### config.mk
export PLATFORM = sky130hd
export DESIGN_NAME = elevator_order_scheduler_flat
export DESIGN_NICKNAME = d
export VERILOG_FILES = /design/src/rtl/eos_pkg.sv /design/src/rtl/eos_req_if.sv /design/src/rtl/eos_rsp_if.sv /design/src/rtl/elevator_order_scheduler.sv /design/src/rtl/eos_cell.sv /design/src/flat_wrapper.sv
export SDC_FILE = /design/constraint.sdc
export NUM_CORES = 1
export LEC_CHECK = 0
export BUFFER_PORTS_ARGS = -buffer_cell sky130_fd_sc_hd__buf_2
export CORE_MARGIN = 10
export CORE_UTILIZATION = 31
export CTS_CLUSTER_SIZE = 20
export DETAILED_ROUTE_END_ITERATION = 10
export PLACE_DENSITY = 0.47
export RECOVER_POWER = 50
export SYNTH_ARGS = -nofsm -noshare
export SYNTH_HDL_FRONTEND = slang
export SYNTH_SLANG_ARGS = --single-unit
### constraint.sdc
create_clock -name i_clk -period 1.3 [get_ports i_clk]
set_input_delay 0.325 -clock i_clk [delete_from_list [all_inputs] [get_ports i_clk]]
set_output_delay 0.325 -clock i_clk [all_outputs]
set_load 0.05 [all_outputs]
### src/rtl/eos_pkg.sv
package eos_pkg;

    localparam int FLOORS = 4;
    localparam int FLW    = (FLOORS > 1) ? $clog2(FLOORS) : 1;
    localparam int CMP_W  = (FLW > 2) ? FLW : 2;

    localparam logic [1:0] DIR_STOP    = 2'd0;
    localparam logic [1:0] DIR_UP      = 2'd1;
    localparam logic [1:0] DIR_DOWN    = 2'd2;
    localparam logic [1:0] DIR_UNKNOWN = 2'd3;

    localparam logic [1:0] BTN_UP   = 2'd0;
    localparam logic [1:0] BTN_DOWN = 2'd1;
    localparam logic [1:0] BTN_CAB  = 2'd2;

    // control broadcast from the top level to every cell
    typedef struct packed {
        logic       load;
        logic       press_valid;
        logic [1:0] press_floor;
        logic [1:0] press_button;
        logic       clear_here;
        logic [1:0] pos;
    } t_cell_ctl;

    // scan token handed from cell to cell
    typedef struct packed {
        logic       valid;
        logic       below;
        logic [2:0] here;
        logic       above;
        logic       any;
    } t_scan;

    typedef struct packed {
        logic       stop_here;
        logic [1:0] next_dir;
        logic       any_order;
        logic [2:0] floor_calls;
    } t_rsp;

endpackage

### src/rtl/eos_req_if.sv
interface eos_req_if;
    logic       valid;
    logic       ready;
    logic       press_valid;
    logic [1:0] press_floor;
    logic [1:0] press_button;
    logic       clear_here;
    logic [1:0] position_floor;
    logic       between_floors;
    logic [1:0] travel_dir;

    modport source (
        output valid, press_valid, press_floor, press_button, clear_here,
               position_floor, between_floors, travel_dir,
        input  ready
    );
    modport sink (
        input  valid, press_valid, press_floor, press_button, clear_here,
               position_floor, between_floors, travel_dir,
        output ready
    );
endinterface

### src/rtl/eos_rsp_if.sv
interface eos_rsp_if;
    logic       valid;
    logic       ready;
    logic       stop_here;
    logic [1:0] next_dir;
    logic       any_order;
    logic [2:0] floor_calls;

    modport source (
        output valid, stop_here, next_dir, any_order, floor_calls,
        input  ready
    );
    modport sink (
        input  valid, stop_here, next_dir, any_order, floor_calls,
        output ready
    );
endinterface

### src/rtl/elevator_order_scheduler.sv
// Pending-call table for an elevator car with an up/down sweep. Each request
// may record one button press and clear the calls at the position floor; the
// response reports stop_here, next_dir, any_order and the position floor's
// call flags from the updated table. One cell per floor holds that floor's
// flags, and a scan token walks the chain one floor per cycle; a response passes
// the start register, the cell registers, a pending register and the output register
// after its request is accepted, and the next request is taken once that response
// enters the output register, so one request is scanned at a time. A finished
// response may wait in the output register while the next request is accepted
// and scanned.
module elevator_order_scheduler (
    input  logic      i_clk,
    input  logic      i_rst_n,
    eos_req_if.sink   i_req,
    eos_rsp_if.source o_rsp
);
    import eos_pkg::*;

    t_cell_ctl  w_ctl;
    t_scan      w_scan [FLOORS+1];
    logic       w_accept;
    logic       w_move;
    t_rsp       w_res;
    logic       w_up_side;

    logic       r_busy;
    logic       r_start;
    logic [1:0] r_pos;
    logic       r_btw;
    logic [1:0] r_dir;
    logic       r_pend_v;
    t_rsp       r_pend;
    logic       r_out_v;
    t_rsp       r_out;

    assign i_req.ready = !r_busy;
    assign w_accept    = i_req.valid && !r_busy;
    assign w_move      = r_pend_v && (!r_out_v || o_rsp.ready);

    assign w_ctl.load         = w_accept;
    assign w_ctl.press_valid  = i_req.press_valid;
    assign w_ctl.press_floor  = i_req.press_floor;
    assign w_ctl.press_button = i_req.press_button;
    assign w_ctl.clear_here   = i_req.clear_here;
    assign w_ctl.pos          = w_accept ? i_req.position_floor : r_pos;

    assign w_scan[0] = '{valid: r_start, below: 1'b0, here: 3'b000,
                         above: 1'b0, any: 1'b0};

    for (genvar g = 0; g < FLOORS; g++) begin : g_cell
        eos_cell u_cell (
            .i_clk   (i_clk),
            .i_rst_n (i_rst_n),
            .i_index (FLW'(g)),
            .i_ctl   (w_ctl),
            .i_scan  (w_scan[g]),
            .o_scan  (w_scan[g+1])
        );
    end

    // decide from the finished scan
    always_comb begin
        t_scan s;
        s = w_scan[FLOORS];
        w_up_side            = s.above || (s.here != 3'b000);
        w_res.any_order      = s.any;
        w_res.floor_calls    = s.here;
        w_res.stop_here      = 1'b0;
        w_res.next_dir       = DIR_STOP;
        if (r_btw) begin
            if (w_up_side) begin
                w_res.next_dir = DIR_UP;
            end else if (s.below) begin
                w_res.next_dir = DIR_DOWN;
            end
        end else begin
            if (s.here[2]) begin
                w_res.stop_here = 1'b1;
            end else if (s.here[1] && (r_dir == DIR_DOWN)) begin
                w_res.stop_here = 1'b1;
            end else if (s.here[0] && (r_dir == DIR_UP)) begin
                w_res.stop_here = 1'b1;
            end else if (s.here != 3'b000) begin
                case (r_dir)
                    DIR_UP:   w_res.stop_here = !s.above;
                    DIR_DOWN: w_res.stop_here = !s.below;
                    default:  w_res.stop_here = 1'b1;
                endcase
            end
            if (r_dir == DIR_DOWN) begin
                if (s.below) begin
                    w_res.next_dir = DIR_DOWN;
                end else if (s.above) begin
                    w_res.next_dir = DIR_UP;
                end
            end else begin
                if (s.above) begin
                    w_res.next_dir = DIR_UP;
                end else if (s.below) begin
                    w_res.next_dir = DIR_DOWN;
                end
            end
        end
    end

    always_ff @(posedge i_clk) begin
        if (!i_rst_n) begin
            r_busy   <= 1'b0;
            r_start  <= 1'b0;
            r_pend_v <= 1'b0;
            r_out_v  <= 1'b0;
        end else begin
            r_start <= w_accept;
            if (w_accept) begin
                r_busy <= 1'b1;
            end else if (w_move) begin
                r_busy <= 1'b0;
            end
            if (w_scan[FLOORS].valid) begin
                r_pend_v <= 1'b1;
            end else if (w_move) begin
                r_pend_v <= 1'b0;
            end
            if (w_move) begin
                r_out_v <= 1'b1;
            end else if (o_rsp.ready) begin
                r_out_v <= 1'b0;
            end
        end
        if (w_accept) begin
            r_pos <= i_req.position_floor;
            r_btw <= i_req.between_floors;
            // treat an unknown direction as stop
            r_dir <= (i_req.travel_dir == DIR_UNKNOWN) ? DIR_STOP : i_req.travel_dir;
        end
        if (w_scan[FLOORS].valid) begin
            r_pend <= w_res;
        end
        if (w_move) begin
            r_out <= r_pend;
        end
    end

    assign o_rsp.valid       = r_out_v;
    assign o_rsp.stop_here   = r_out.stop_here;
    assign o_rsp.next_dir    = r_out.next_dir;
    assign o_rsp.any_order   = r_out.any_order;
    assign o_rsp.floor_calls = r_out.floor_calls;

    logic [FLOORS:0] w_tok;
    always_comb begin
        for (int k = 0; k <= FLOORS; k++) begin
            w_tok[k] = w_scan[k].valid;
        end
    end

    a_one_token: assert property (@(posedge i_clk) disable iff (!i_rst_n)
        $onehot0(w_tok))
        else $error("more than one scan token in the chain");

    a_no_overrun: assert property (@(posedge i_clk) disable iff (!i_rst_n)
        w_scan[FLOORS].valid |-> !r_pend_v)
        else $error("scan result overwrites a pending response");

    a_pend_busy: assert property (@(posedge i_clk) disable iff (!i_rst_n)
        r_pend_v |-> r_busy)
        else $error("pending response without a busy request");

    a_stop_call: assert property (@(posedge i_clk) disable iff (!i_rst_n)
        (o_rsp.valid && o_rsp.stop_here) |-> (o_rsp.floor_calls != 3'b000))
        else $error("stop reported with no call at the floor");

    a_token_busy: assert property (@(posedge i_clk) disable iff (!i_rst_n)
        (|w_tok) |-> r_busy)
        else $error("scan running while idle");

endmodule

### src/rtl/eos_cell.sv
module eos_cell (
    input  logic               i_clk,
    input  logic               i_rst_n,
    input  logic [eos_pkg::FLW-1:0] i_index,
    input  eos_pkg::t_cell_ctl i_ctl,
    input  eos_pkg::t_scan     i_scan,
    output eos_pkg::t_scan     o_scan
);
    import eos_pkg::*;

    logic [2:0]       r_calls;
    logic [2:0]       n_calls;
    t_scan            r_scan;
    t_scan            n_scan;
    logic [CMP_W-1:0] w_idx;
    logic [CMP_W-1:0] w_pos;
    logic [CMP_W-1:0] w_pf;
    logic [2:0]       w_set;
    logic             w_has;

    assign w_idx = CMP_W'(i_index);
    assign w_pos = CMP_W'(i_ctl.pos);
    assign w_pf  = CMP_W'(i_ctl.press_floor);
    assign w_has = |r_calls;

    always_comb begin
        case (i_ctl.press_button)
            BTN_UP:   w_set = 3'b001;
            BTN_DOWN: w_set = 3'b010;
            BTN_CAB:  w_set = 3'b100;
            default:  w_set = 3'b000;
        endcase
    end

    // press first, clear second
    always_comb begin
        n_calls = r_calls;
        if (i_ctl.load) begin
            if (i_ctl.press_valid && (w_pf == w_idx)) begin
                n_calls = n_calls | w_set;
            end
            if (i_ctl.clear_here && (w_pos == w_idx)) begin
                n_calls = 3'b000;
            end
        end
    end

    always_comb begin
        n_scan       = i_scan;
        n_scan.any   = i_scan.any | w_has;
        if (w_idx < w_pos) begin
            n_scan.below = i_scan.below | w_has;
        end else if (w_idx == w_pos) begin
            n_scan.here = r_calls;
        end else begin
            n_scan.above = i_scan.above | w_has;
        end
    end

    always_ff @(posedge i_clk) begin
        if (!i_rst_n) begin
            r_calls      <= 3'b000;
            r_scan.valid <= 1'b0;
        end else begin
            r_calls      <= n_calls;
            r_scan.valid <= i_scan.valid;
        end
        r_scan.below <= n_scan.below;
        r_scan.here  <= n_scan.here;
        r_scan.above <= n_scan.above;
        r_scan.any   <= n_scan.any;
    end

    assign o_scan = r_scan;

endmodule

### src/flat_wrapper.sv
// flat-port wrapper written by rule: the top's interface ports become plain ports
module elevator_order_scheduler_flat import eos_pkg::*;
  (i_clk, i_rst_n, i_req_valid, i_req_press_valid, i_req_press_floor, i_req_press_button, i_req_clear_here, i_req_position_floor, i_req_between_floors, i_req_travel_dir, i_req_ready, o_rsp_valid, o_rsp_stop_here, o_rsp_next_dir, o_rsp_any_order, o_rsp_floor_calls, o_rsp_ready);
  eos_req_if i_req_i ();
  eos_rsp_if o_rsp_i ();
  input  logic i_clk;
  input  logic i_rst_n;
  input wire logic [$bits(i_req_i.valid)-1:0] i_req_valid;
  input wire logic [$bits(i_req_i.press_valid)-1:0] i_req_press_valid;
  input wire logic [$bits(i_req_i.press_floor)-1:0] i_req_press_floor;
  input wire logic [$bits(i_req_i.press_button)-1:0] i_req_press_button;
  input wire logic [$bits(i_req_i.clear_here)-1:0] i_req_clear_here;
  input wire logic [$bits(i_req_i.position_floor)-1:0] i_req_position_floor;
  input wire logic [$bits(i_req_i.between_floors)-1:0] i_req_between_floors;
  input wire logic [$bits(i_req_i.travel_dir)-1:0] i_req_travel_dir;
  output wire logic [$bits(i_req_i.ready)-1:0] i_req_ready;
  output wire logic [$bits(o_rsp_i.valid)-1:0] o_rsp_valid;
  output wire logic [$bits(o_rsp_i.stop_here)-1:0] o_rsp_stop_here;
  output wire logic [$bits(o_rsp_i.next_dir)-1:0] o_rsp_next_dir;
  output wire logic [$bits(o_rsp_i.any_order)-1:0] o_rsp_any_order;
  output wire logic [$bits(o_rsp_i.floor_calls)-1:0] o_rsp_floor_calls;
  input wire logic [$bits(o_rsp_i.ready)-1:0] o_rsp_ready;
  assign i_req_i.valid = i_req_valid;
  assign i_req_i.press_valid = i_req_press_valid;
  assign i_req_i.press_floor = i_req_press_floor;
  assign i_req_i.press_button = i_req_press_button;
  assign i_req_i.clear_here = i_req_clear_here;
  assign i_req_i.position_floor = i_req_position_floor;
  assign i_req_i.between_floors = i_req_between_floors;
  assign i_req_i.travel_dir = i_req_travel_dir;
  assign i_req_ready = i_req_i.ready;
  assign o_rsp_valid = o_rsp_i.valid;
  assign o_rsp_stop_here = o_rsp_i.stop_here;
  assign o_rsp_next_dir = o_rsp_i.next_dir;
  assign o_rsp_any_order = o_rsp_i.any_order;
  assign o_rsp_floor_calls = o_rsp_i.floor_calls;
  assign o_rsp_i.ready = o_rsp_ready;
  elevator_order_scheduler u_core (.i_clk(i_clk), .i_rst_n(i_rst_n), .i_req(i_req_i), .o_rsp(o_rsp_i));
endmodule
* Word level (Yosys, flattened, before mapping) *
Index checks and enable logic that the tools add are counted.

cells by class
  reduce and logical (&&, ||, !) cells = 39
  bitwise logic cells = 14
  muxes and demuxes = 39
  equality and inequality tests = 14
  order comparisons = 4

operators by type and width
  cell                  count
  $mux W3               11
  $mux W1               16
  $eq A2 B2 Y1 const B  7
  $mux W2               7
  $reduce_bool A2 Y1    7
  $logic_and A1 B1 Y1   12
  $mux W4               3
  $or A3 B3 Y3          4
  $reduce_or A3 Y1      4
  $or A1 B1 Y1          9
  $pmux W3 S3           1
  $eq A2 B1 Y1 const B  4
  $reduce_and A2 Y1     4
  $logic_not A2 Y1      3
  $eq A2 B2 Y1 const A  2
  $logic_not A1 Y1      4
  $lt A1 B2 Y1 const A  2
  $lt A2 B2 Y1 const A  2
  $reduce_or A2 Y1      2
  $reduce_bool A3 Y1    1
  $eq A1 B2 Y1 const A  1
  $logic_or A1 B1 Y1    2
  $pmux W1 S2           1
  $not A1 Y1            1

storage, ports and cells
  register bits after elaboration = 63
  output and inout port bits = 9
  logic and storage cells = 149

* Longest topological paths before layout *
Gate-level depths: netlist (run 1).

  depth after elaboration = 7
  depth in mapped cells = 5
  mapped depth without buffers = 5

* Modules after synthesis *
From an unflattened synthesis (run 1), not the netlist that was laid out.

second synthesis, totals
  cell total of the unflattened synthesis = 223
  area, all modules = 2,565.0 um2

modules (own cells, without submodules)
  module                    cells each  times used  area each (um2)
  eos_cell                  42          4           427.9
  elevator_order_scheduler  55          1           853.3

* Worst setup path after synthesis (run 1) *
No wires, ideal clock.

  path type = reg2reg
  from = register u_core.r_out_v (netlist: u_core.o_rsp.valid)
  to = register u_core.r_out, in the netlist u_core.o_rsp.any_order (enable)
  required time = 0.928 ns
  period minus slack after synthesis = 1.452 ns
  slack = -0.152 ns
  library setup time = 0.372 ns
  data arrival time = 1.080 ns
  stages on the path, launching flop included = 3
  path buffers = 0
  cells stage by stage = dfxtp_1 nor2b_1 nor2b_1

on the way
  cells in the longest elaborated chain, start to end = 3

ends and longest elaborated chain
  item                    RTL line                         text
  from (decl)             elevator_order_scheduler.sv:33   logic r_out_v;
  from (signal assigned)  elevator_order_scheduler.sv:111  r_out_v <= 1'b0;
  from (signal assigned)  elevator_order_scheduler.sv:125  r_out_v <= 1'b1;
  from (signal assigned)  elevator_order_scheduler.sv:127  r_out_v <= 1'b0;
  $logic_not A1 Y1        elevator_order_scheduler.sv:38   assign w_move = r_pend_v && (!r_out_v || o_rsp.ready);
  $logic_or A1 B1 Y1      elevator_order_scheduler.sv:38
  $logic_and A1 B1 Y1     elevator_order_scheduler.sv:38
  via u_core.w_move       elevator_order_scheduler.sv:22   logic w_move;
  to (signal assigned)    elevator_order_scheduler.sv:140  r_out <= r_pend;
  to (decl)               elevator_order_scheduler.sv:34   t_rsp r_out;

The timed path passes the listed nets, and every way through them passes these cells.
A chain may end at the register's enable or synchronous reset.

==> results of run 1 <==
==> worst max path at each step <==
stage | slack [ns] | end | startpoint
6_report | -0.09 | u_core.g_cell[2].u_cell.o_scan[2] | u_core.r_busy
3_3_place_gp | -0.17 | u_core.g_cell[1].u_cell.o_scan[3] | i_req_valid
4_1_cts | -0.09 | u_core.g_cell[2].u_cell.o_scan[2] | u_core.r_busy
5_1_grt | -0.13 | u_core.g_cell[2].u_cell.o_scan[2] | u_core.r_busy
2_1_floorplan | -0.01 | u_core.g_cell[3].u_cell.o_scan[2] | u_core.r_busy
3_5_place_dp | -0.20 | u_core.g_cell[2].u_cell.o_scan[2] | i_req_valid
==> cells in the final DEF, fill, tap and decap left out, drive strengths merged <==
cell type / count
a211oi: 1
clkinv: 1
and3: 1
o21ai: 5
nand2b: 5
edfxtp: 17
nor4b: 2
nor3: 3
dfxtp: 45
inv: 9
nand3b: 1
buf: 40
nor4: 1
nor2: 19
o21a: 1
o21bai: 2
nor2b: 10
a31oi: 7
o31ai: 1
ha: 2
a21oi: 12
a31o: 1
nand2: 2
clkbuf: 15
mux2: 10
nor4bb: 2
and4bb: 2
or3: 2
or2: 1
and3b: 1
mux2i: 2
and2: 7
clkinvlp: 2
a21o: 2
==> cell type report <==
| class | count | share of cell area [%] |
|---|---|---|
| clock buffer | 12 | 5.47 |
| clock inverter | 3 | 0.700 |
| inverter | 9 | 1.27 |
| multi-input combinational | 105 | 28.6 |
| sequential | 62 | 49.5 |
| tap | 96 | 4.20 |
| timing repair buffer | 43 | 10.3 |
==> worst max-delay path: stages (launching register included) <==
cell      delay, ns
dfxtp_4        0.37
buf_6          0.12
and4bb_2       0.25
a31oi_4        0.22
mux2_4         0.32
==> what timing repair did <==
action	4_1_cts	5_1_grt
pin swaps	0	6
endpoints found under the hold margin	0	0
resized for setup	11	15
buffers inserted	0	0
setup endpoints to repair	16	20
==> registers in the layout, indices dropped and copies added, names as in the netlist, 2 cells and up <==
name / count
u_core.o_rsp.floor_calls: 3
u_core.r_pos: 2
u_core.o_rsp.next_dir: 2
u_core.r_dir: 2
u_core.g_cell.u_cell.r_calls: 12
u_core.r_pend: 7
u_core.g_cell.u_cell.o_scan: 27
==> per-stage QoR <==
| step | std cells | utilization, % | setup slack (ns) |
|---|---|---|---|
| after floorplan | 180 | - | -0.0137 |
| after global placement | 315 | 37.6 | -0.168 |
| after detailed placement | 315 | 37.6 | -0.199 |
| after CTS | 330 | 40.7 | -0.0896 |
| after global routing | 330 | 41.7 | -0.134 |
| final | 330 | 41.7 | -0.0854 |
==> per-layer routing <==
layer | GRT usage (%) | part of all wire, %
met4 | 3.88 | 1.3
met5 | 0 | 0
met3 | 4.96 | 5.5
met2 | 13.1 | 50
met1 | 8.39 | 43
==> report_power, final <==
| group | internal (uW) | total, uW | switching (uW) |
|---|---|---|---|
| registers | 2030 | 2060 | 31.9 |
| logic | 172 | 338 | 166 |
| clock network | 794 | 1470 | 674 |
==> kinds of logic after synthesis <==
group / synth area share [%]
and+or+nand+nor: 15.6
DFF: 64.0
buffers and inverters: 2.61
muxes: 6.58
AOI/OAI and AO/OA: 10.0
adders and majority gates: 1.13
==> results.toml, run 1 <==
[clocking]
root_buffer = "clkbuf_8"
htreeDepth = 3
clock_path_buffers = 2
cts_tree = "done"
clkSinkCount = 62
cts_buffers = 9
clk_pin_slew_worst_paths_ns = 0.06
clk_latency_ns = 0.33
ctsHoldBuffers = 0

[sta]
timing.final.ws_setup_ns = -0.0854
worst_pin_slew_ns = 0.415
period_share_pct = 107
period_needed_ns = 1.39
max_freq_mhz = 722
skew_ns = 0.00724
hold_viol_final = 0
setup_violations = 6
drv_slew = 0
rsz0062_at_grt = "true"
tns_ns = -0.475
fin_hold_ws_ns = 0.176
max_slew_margin_pct = 72.2

[cells_and_area]
multiInputGateArea_um2 = 818
final_nets = 247
final_design_area_no_fill_um2 = 2860
area_growth_pct = 29.8
fill_cells = 666
antenna_cells = 0
regArea_um2 = 1420
final_layout_size_suffix_gt1_share_pct = 35.9

[synthesis]
ys_seq_elements = 62
synth_common_cells = "dfxtp_1, nor2_1, edfxtp_1"
ys_seq_area_share_pct = 64.0
synth_edf_count = 17
avgSynthCellArea_um2 = 12.2
ys_top_cells_by_area = "dfxtp_1, edfxtp_1, mux2_2"
synth_largest_area_cell = "dfxtp_1"
syn_inst = 180
synth_nets = 197
synth_top_area_share_pct = 40.9
yosys_warnings = 0
async_flop_share_pct = 0
yosys_most_used_dff = "dfxtp_1"
synth_cell_types = 36
synth_most_common_cell = "dfxtp_1"
syn_area_um2 = 2200

[drt]
routedWlPerCell_um = 12.1
drt_iter0_markers = 70
first_pass_iters = 4
antenna_left = 0
via_count = 1405
viasPerCell = 4.26
wirelength_mm = 3.99
drc = 0

[worst_setup_path]
ff2ff_path_depth = 4
cp-end-kind = "flop"
worstPathArrival_ns = 1.60
critical_path.max_fanout = 6
reg2reg_slack_ns = -0.09
r2r-end = "u_core.g_cell[2].u_cell.o_scan[2]"
required_ns = 1.51
crit_type = "reg2reg"
crit_path_start_kind = "flop"
rr_startpoint = "u_core.r_busy"

[grt]
antenna_found_initial = 0
gr-total-overflow = 0
grt_max_degree = 12
grt_pass1_wl_mm = 6.98
track_usage_pct = 8.21
grt_pass1_vias = 1521

[floorplanning]
rows = 30
io_pins = 24
die_h_um = 104
die_area_um2 = 10900
fp.dieW_um = 104
core_um2 = 6870
start_util_pct = 32.1

[power]
vdd_drop_max_v = 0.000709
total_power_uw = 3860
p_leak_uw = 0.00119
power_density_nw_per_um2 = 1350

[place]
placed_cell_area_um2 = 2580
routabilityCongestion = 0.747
portBuffers = 23
post-dp-hpwl_mm = 3.01

[run]
cap_violations = 0

[hold_path]
holdPathStages = 1
hold_end = "u_core.r_btw"
min_path_type = "in2reg"
min_from = "i_req_between_floors"

[run_status]
outcome = "finished with violations"
violations = "setup timing"
No activity file was read; power rests on OpenSTA's default activity.
==> inputs of run 2 (changes only) <==
--- a/config.mk
+++ b/config.mk
@@ -5,12 +5,13 @@
 export SDC_FILE = /design/constraint.sdc
 export NUM_CORES = 1
 export LEC_CHECK = 0
-export BUFFER_PORTS_ARGS = -buffer_cell sky130_fd_sc_hd__buf_2
+export ABC_AREA = 1
 export CORE_MARGIN = 10
 export CORE_UTILIZATION = 31
 export CTS_CLUSTER_SIZE = 20
 export DETAILED_ROUTE_END_ITERATION = 10
-export PLACE_DENSITY = 0.47
+export DONT_BUFFER_PORTS = 1
+export PLACE_DENSITY = 0.44
 export RECOVER_POWER = 50
 export SYNTH_ARGS = -nofsm -noshare
 export SYNTH_HDL_FRONTEND = slang
==> results.toml, run 2 <==
[drt]
first_pass_iters = 4
drc = 0
drt_iter0_markers = 37
wirelength_mm = 3.86
antenna_left = 0
viasPerCell = 4.09
routedWlPerCell_um = 11.2
via_count = 1414

[synthesis]
syn_inst = 230
ys_seq_elements = 62
avgSynthCellArea_um2 = 9.51
synth_cell_types = 21
async_flop_share_pct = 0
synth_common_cells = "nand2_1, dfxtp_1, inv_1"
synth_largest_area_cell = "dfxtp_1"
synth_nets = 247
ys_top_cells_by_area = "dfxtp_1, edfxtp_1, nand2_1"
ys_seq_area_share_pct = 64.5
yosys_most_used_dff = "dfxtp_1"
synth_top_area_share_pct = 41.2
yosys_warnings = 0
synth_most_common_cell = "nand2_1"
syn_area_um2 = 2190
synth_edf_count = 17

[worst_setup_path]
cp-end-kind = "output port"
required_ns = 0.98
critical_path.max_fanout = 1
crit_path_start_kind = "flop"
worstPathArrival_ns = 0.96
crit_type = "reg2out"

[sta]
max_slew_margin_pct = 69.6
drv_slew = 0
rsz0062_at_grt = "true"
period_share_pct = 99.0
max_freq_mhz = 777
hold_viol_final = 0
skew_ns = 0.00461
setup_violations = 0
worst_pin_slew_ns = 0.457
tns_ns = 0
period_needed_ns = 1.29
fin_hold_ws_ns = 0.0850

[clocking]
htreeDepth = 3
cts_tree = "done"
clkSinkCount = 62
cts_buffers = 9
clk_pin_slew_worst_paths_ns = 0.07
clock_path_buffers = 2
clk_latency_ns = 0.33
root_buffer = "clkbuf_8"

[place]
routabilityCongestion = 0.702
placed_cell_area_um2 = 2340
portBuffers = 0
dp.cells = 330
post-dp-hpwl_mm = 2.90

[grt]
grt_pass1_wl_mm = 6.29
grt_max_degree = 12
gr-total-overflow = 0
grt_pass1_vias = 1350
track_usage_pct = 7.47
antenna_found_initial = 0

[power]
power_density_nw_per_um2 = 1780
vdd_drop_max_v = 0.00104
p_leak_uw = 0.00111

[cells_and_area]
antenna_cells = 0
area_growth_pct = 21.3
final_design_area_no_fill_um2 = 2650
stdcell_count = 346
fill_cells = 717
multiInputGateArea_um2 = 631
final_nets = 262
final_cell_mix = "nand2_1, dfxtp_1, inv_1"
final_common_cell = "nand2_1"
final_layout_size_suffix_gt1_share_pct = 14.0
regArea_um2 = 1410
largest_reg_flops = 27

[floorplanning]
die_area_um2 = 10800
rows = 30
start_util_pct = 32.0
io_pins = 24
die_h_um = 104
fp.dieW_um = 104
core_um2 = 6830

[hold_path]
min_path_type = "in2reg"

[run_status]
outcome = "finished, final reports clean"

[run]
cap_violations = 0
[run 2: final cells by class]
cell class	instances	share of cell area [%]
clock buffer	9	4.67
clock inverter	7	6.04
inverter	42	6.04
multi-input combinational	125	23.8
sequential	62	53.3
tap	96	4.53
timing repair buffer	5	1.70
[run 2: path summary, 6_finish.rpt]
| path | slack (ns) | startpoint | cells after the start | end |
|---|---|---|---|---|
| setup reg to reg | 0.10 | u_core.r_dir[0] | 5 | u_core.r_pend[6] |
| hold reg to reg | 0.33 | u_core.g_cell[2].u_cell.o_scan[5] | 0 | u_core.g_cell[3].u_cell.o_scan[5] |
| hold / removal | 0.09 | i_rst_n | 2 | u_core.g_cell[3].u_cell.o_scan[6] |
| setup / recovery | 0.01 | u_core.o_rsp.floor_calls[2] | 0 | o_rsp_floor_calls[2] |
[run 2: metrics by stage]
stage | power (uW) | utilization (%) | setup slack [ns]
after global routing | 4930 | 38.8 | -0.0389
after global placement | 2390 | 34.3 | 0.0886
after detailed placement | 2390 | 34.3 | 0.0881
final | 4720 | 38.8 | 0.0135
after CTS | 4790 | 38.5 | -0.0220
after floorplan | 2330 | - | 0.0493
[run 2: report_power, final]
part           switching (uW)  internal [uW]
Sequential               27.6           2060
Combinational             185           88.5
Clock                     707           1650
Total                     920           3800
[run 2: routing by layer]
| metal | track usage [%] | up-vias | share of wire, % | routed length [um] |
|---|---|---|---|---|
| met5 | 0 | - | 0 | 0 |
| met3 | 4.83 | 4 | 7.3 | 281 |
| met1 | 7.55 | 620 | 42 | 1640 |
| met4 | 3.28 | 0 | 1.3 | 49 |
| li1 | - | 757 | - | - |
| met2 | 11.9 | 33 | 49 | 1890 |
[run 2: worst reg2reg max path: cells and delay by family, from the launching register on]
family                     cells  cell delay, ns
AOI/OAI and AO/OA              2            0.23
adders and majority gates      1            0.20
DFF                            1            0.40
and+or+nand+nor                2            0.13
[run 2: repair_timing]
| action | 4_1_cts | 5_1_grt |
|---|---|---|
| buffers inserted | 0 | 0 |
| gates resized for setup | 1 | 8 |
| pin swaps | 0 | 4 |
| endpoints found under the setup margin | 6 | 19 |
| hold buffers | 0 | 0 |
[run 2: cell families (layout without fill, tap and decap cells)]
kind of cell / count (synthesis) / after routing / share of synthesized area (%)
adder cells (fa/ha/maj): 2 / 2 / 1.14
buffers and inverters: 43 / 63 / 7.38
AND/OR/NAND/NOR: 88 / 88 / 17.9
AO/OA/AOI/OAI: 35 / 35 / 9.04
flip-flops: 62 / 62 / 64.5
==> inputs of run 3 (changes only) <==
--- a/config.mk
+++ b/config.mk
@@ -7,12 +7,13 @@
 export LEC_CHECK = 0
 export ABC_AREA = 1
 export CORE_MARGIN = 10
-export CORE_UTILIZATION = 31
+export CORE_UTILIZATION = 50
 export CTS_CLUSTER_SIZE = 20
 export DETAILED_ROUTE_END_ITERATION = 10
 export DONT_BUFFER_PORTS = 1
-export PLACE_DENSITY = 0.44
+export PLACE_DENSITY = 0.66
 export RECOVER_POWER = 50
+export SLEW_MARGIN = 20
 export SYNTH_ARGS = -nofsm -noshare
 export SYNTH_HDL_FRONTEND = slang
 export SYNTH_SLANG_ARGS = --single-unit
==> results.toml, run 3 (synthesized netlist as in run 2, its figures left out) <==
[run_status]
outcome = "finished, final reports clean"

[worst_setup_path]
critical_path_depth = 0
required_ns = 0.98
ff2ff_path_depth = 3
cp-end-kind = "output port"
crit_path_start_kind = "flop"
critical_path.max_fanout = 1
worstPathArrival_ns = 0.97
crit_type = "reg2out"

[grt]
antenna_found_initial = 0
grt_max_degree = 12
grt_pass1_wl_mm = 6.36
track_usage_pct = 11.3
gr-total-overflow = 0
grt_pass1_vias = 1421

[clocking]
htreeDepth = 3
cts_buffers = 9
clkSinkCount = 62
ctsHoldBuffers = 0
post_cts_buffers = 0
clk_pin_slew_worst_paths_ns = 0.07
root_buffer = "clkbuf_8"
cts_tree = "done"
clock_path_buffers = 2
clk_latency_ns = 0.33

[floorplanning]
die_h_um = 86.1
core_um2 = 4120
start_util_pct = 53.1
fp.dieW_um = 86.1
die_area_um2 = 7420
rows = 23
io_pins = 24

[cells_and_area]
antenna_cells = 0
final_nets = 261
fill_cells = 357
stdcell_count = 299
area_growth_pct = 16.1
final_cell_mix = "nand2_1, dfxtp_1, inv_1"
final_common_cell = "nand2_1"
largest_reg_flops = 27
final_layout_size_suffix_gt1_share_pct = 14.9

[sta]
period_share_pct = 99.9
skew_ns = 0.00584
rsz0062_at_grt = "true"
max_slew_margin_pct = 68.4
max_freq_mhz = 770
fin_hold_ws_ns = 0.0865
period_needed_ns = 1.30
worst_pin_slew_ns = 0.476
setup_violations = 0
drv_slew = 0
hold_viol_final = 0

[power]
power_frac_seq_pct = 50.3
p_clk_share_pct = 42.9
p_leak_uw = 0.00107
internal_power_uw = 3230
p_switching_uw = 926
power_density_nw_per_um2 = 1640
vdd_drop_max_v = 0.00147
swShare_pct = 22.3
power_frac_comb_pct = 6.8

[drt]
antenna_left = 0
drc = 0
viasPerCell = 4.75
drt_iter0_markers = 69
wirelength_mm = 3.83
routedWlPerCell_um = 12.8
first_pass_iters = 4
via_count = 1421

[run]
cap_violations = 0

[hold_path]
holdPathStages = 0
min_path_type = "in2reg"

[place]
dp.cells = 283
portBuffers = 0
routabilityCongestion = 0.836
post-dp-hpwl_mm = 2.75
==> run 3: repair_timing <==
| action | 4_1_cts | 5_1_grt |
|---|---|---|
| resized for setup | 1 | 14 |
| setup endpoints to repair | 7 | 19 |
| pin swaps | 0 | 1 |
==> run 3: metrics by stage <==
stage	power [uW]	cell area [um2]	utilization [%]	TNS, ns	setup slack [ns]
global route	4340	2540	61.7	-0.298	-0.0433
floorplan	2330	2190	-	0	0.0493
CTS	4170	2490	60.6	-0.0952	-0.0223
global placement	2390	2280	55.3	0	0.0978
finish	4150	2540	61.7	0	0.00111
detailed placement	2390	2280	55.3	0	0.0885
==> run 3: final cells by class <==
type | count | area (um2) | share of cell area [%]
well taps | 50 | 62.6 | 2.46
inverters | 42 | 160 | 6.31
flip-flops and latches | 62 | 1410 | 55.6
multi-input cells | 125 | 653 | 25.7
repair buffers | 4 | 37.5 | 1.48
clock buffers | 10 | 128 | 5.03
clock inverters | 6 | 85.1 | 3.35
==> run 3: power by group through the flow <==
stage,sequential (uW),clock (uW),combinational (uW)
2_1_floorplan,2120,0,205
3_3_place_gp,2130,0,254
3_5_place_dp,2130,0,254
4_1_cts,2090,1830,259
5_1_grt,2100,1910,324
6_report,2090,1780,281
==> run 3: routing by layer <==
metal,GRT usage [%],routed length (um),up-vias
met5,0,0,-
met4,6.59,81,0
met3,6.34,244,7
met2,18.4,1940,20
met1,11.0,1560,639
li1,-,-,755
==> run 3: path summary, 6_finish.rpt <==
check	startpoint	endpoint	slack, ns
worst max register to register	u_core.r_dir[0]	u_core.r_pend[6]	0.08
worst min register to register	u_core.g_cell[2].u_cell.o_scan[5]	u_core.g_cell[3].u_cell.o_scan[5]	0.33
worst max-delay path	u_core.o_rsp.floor_calls[2]	o_rsp_floor_calls[2]	0.001
worst min-delay path	i_req_between_floors	u_core.r_btw	0.09
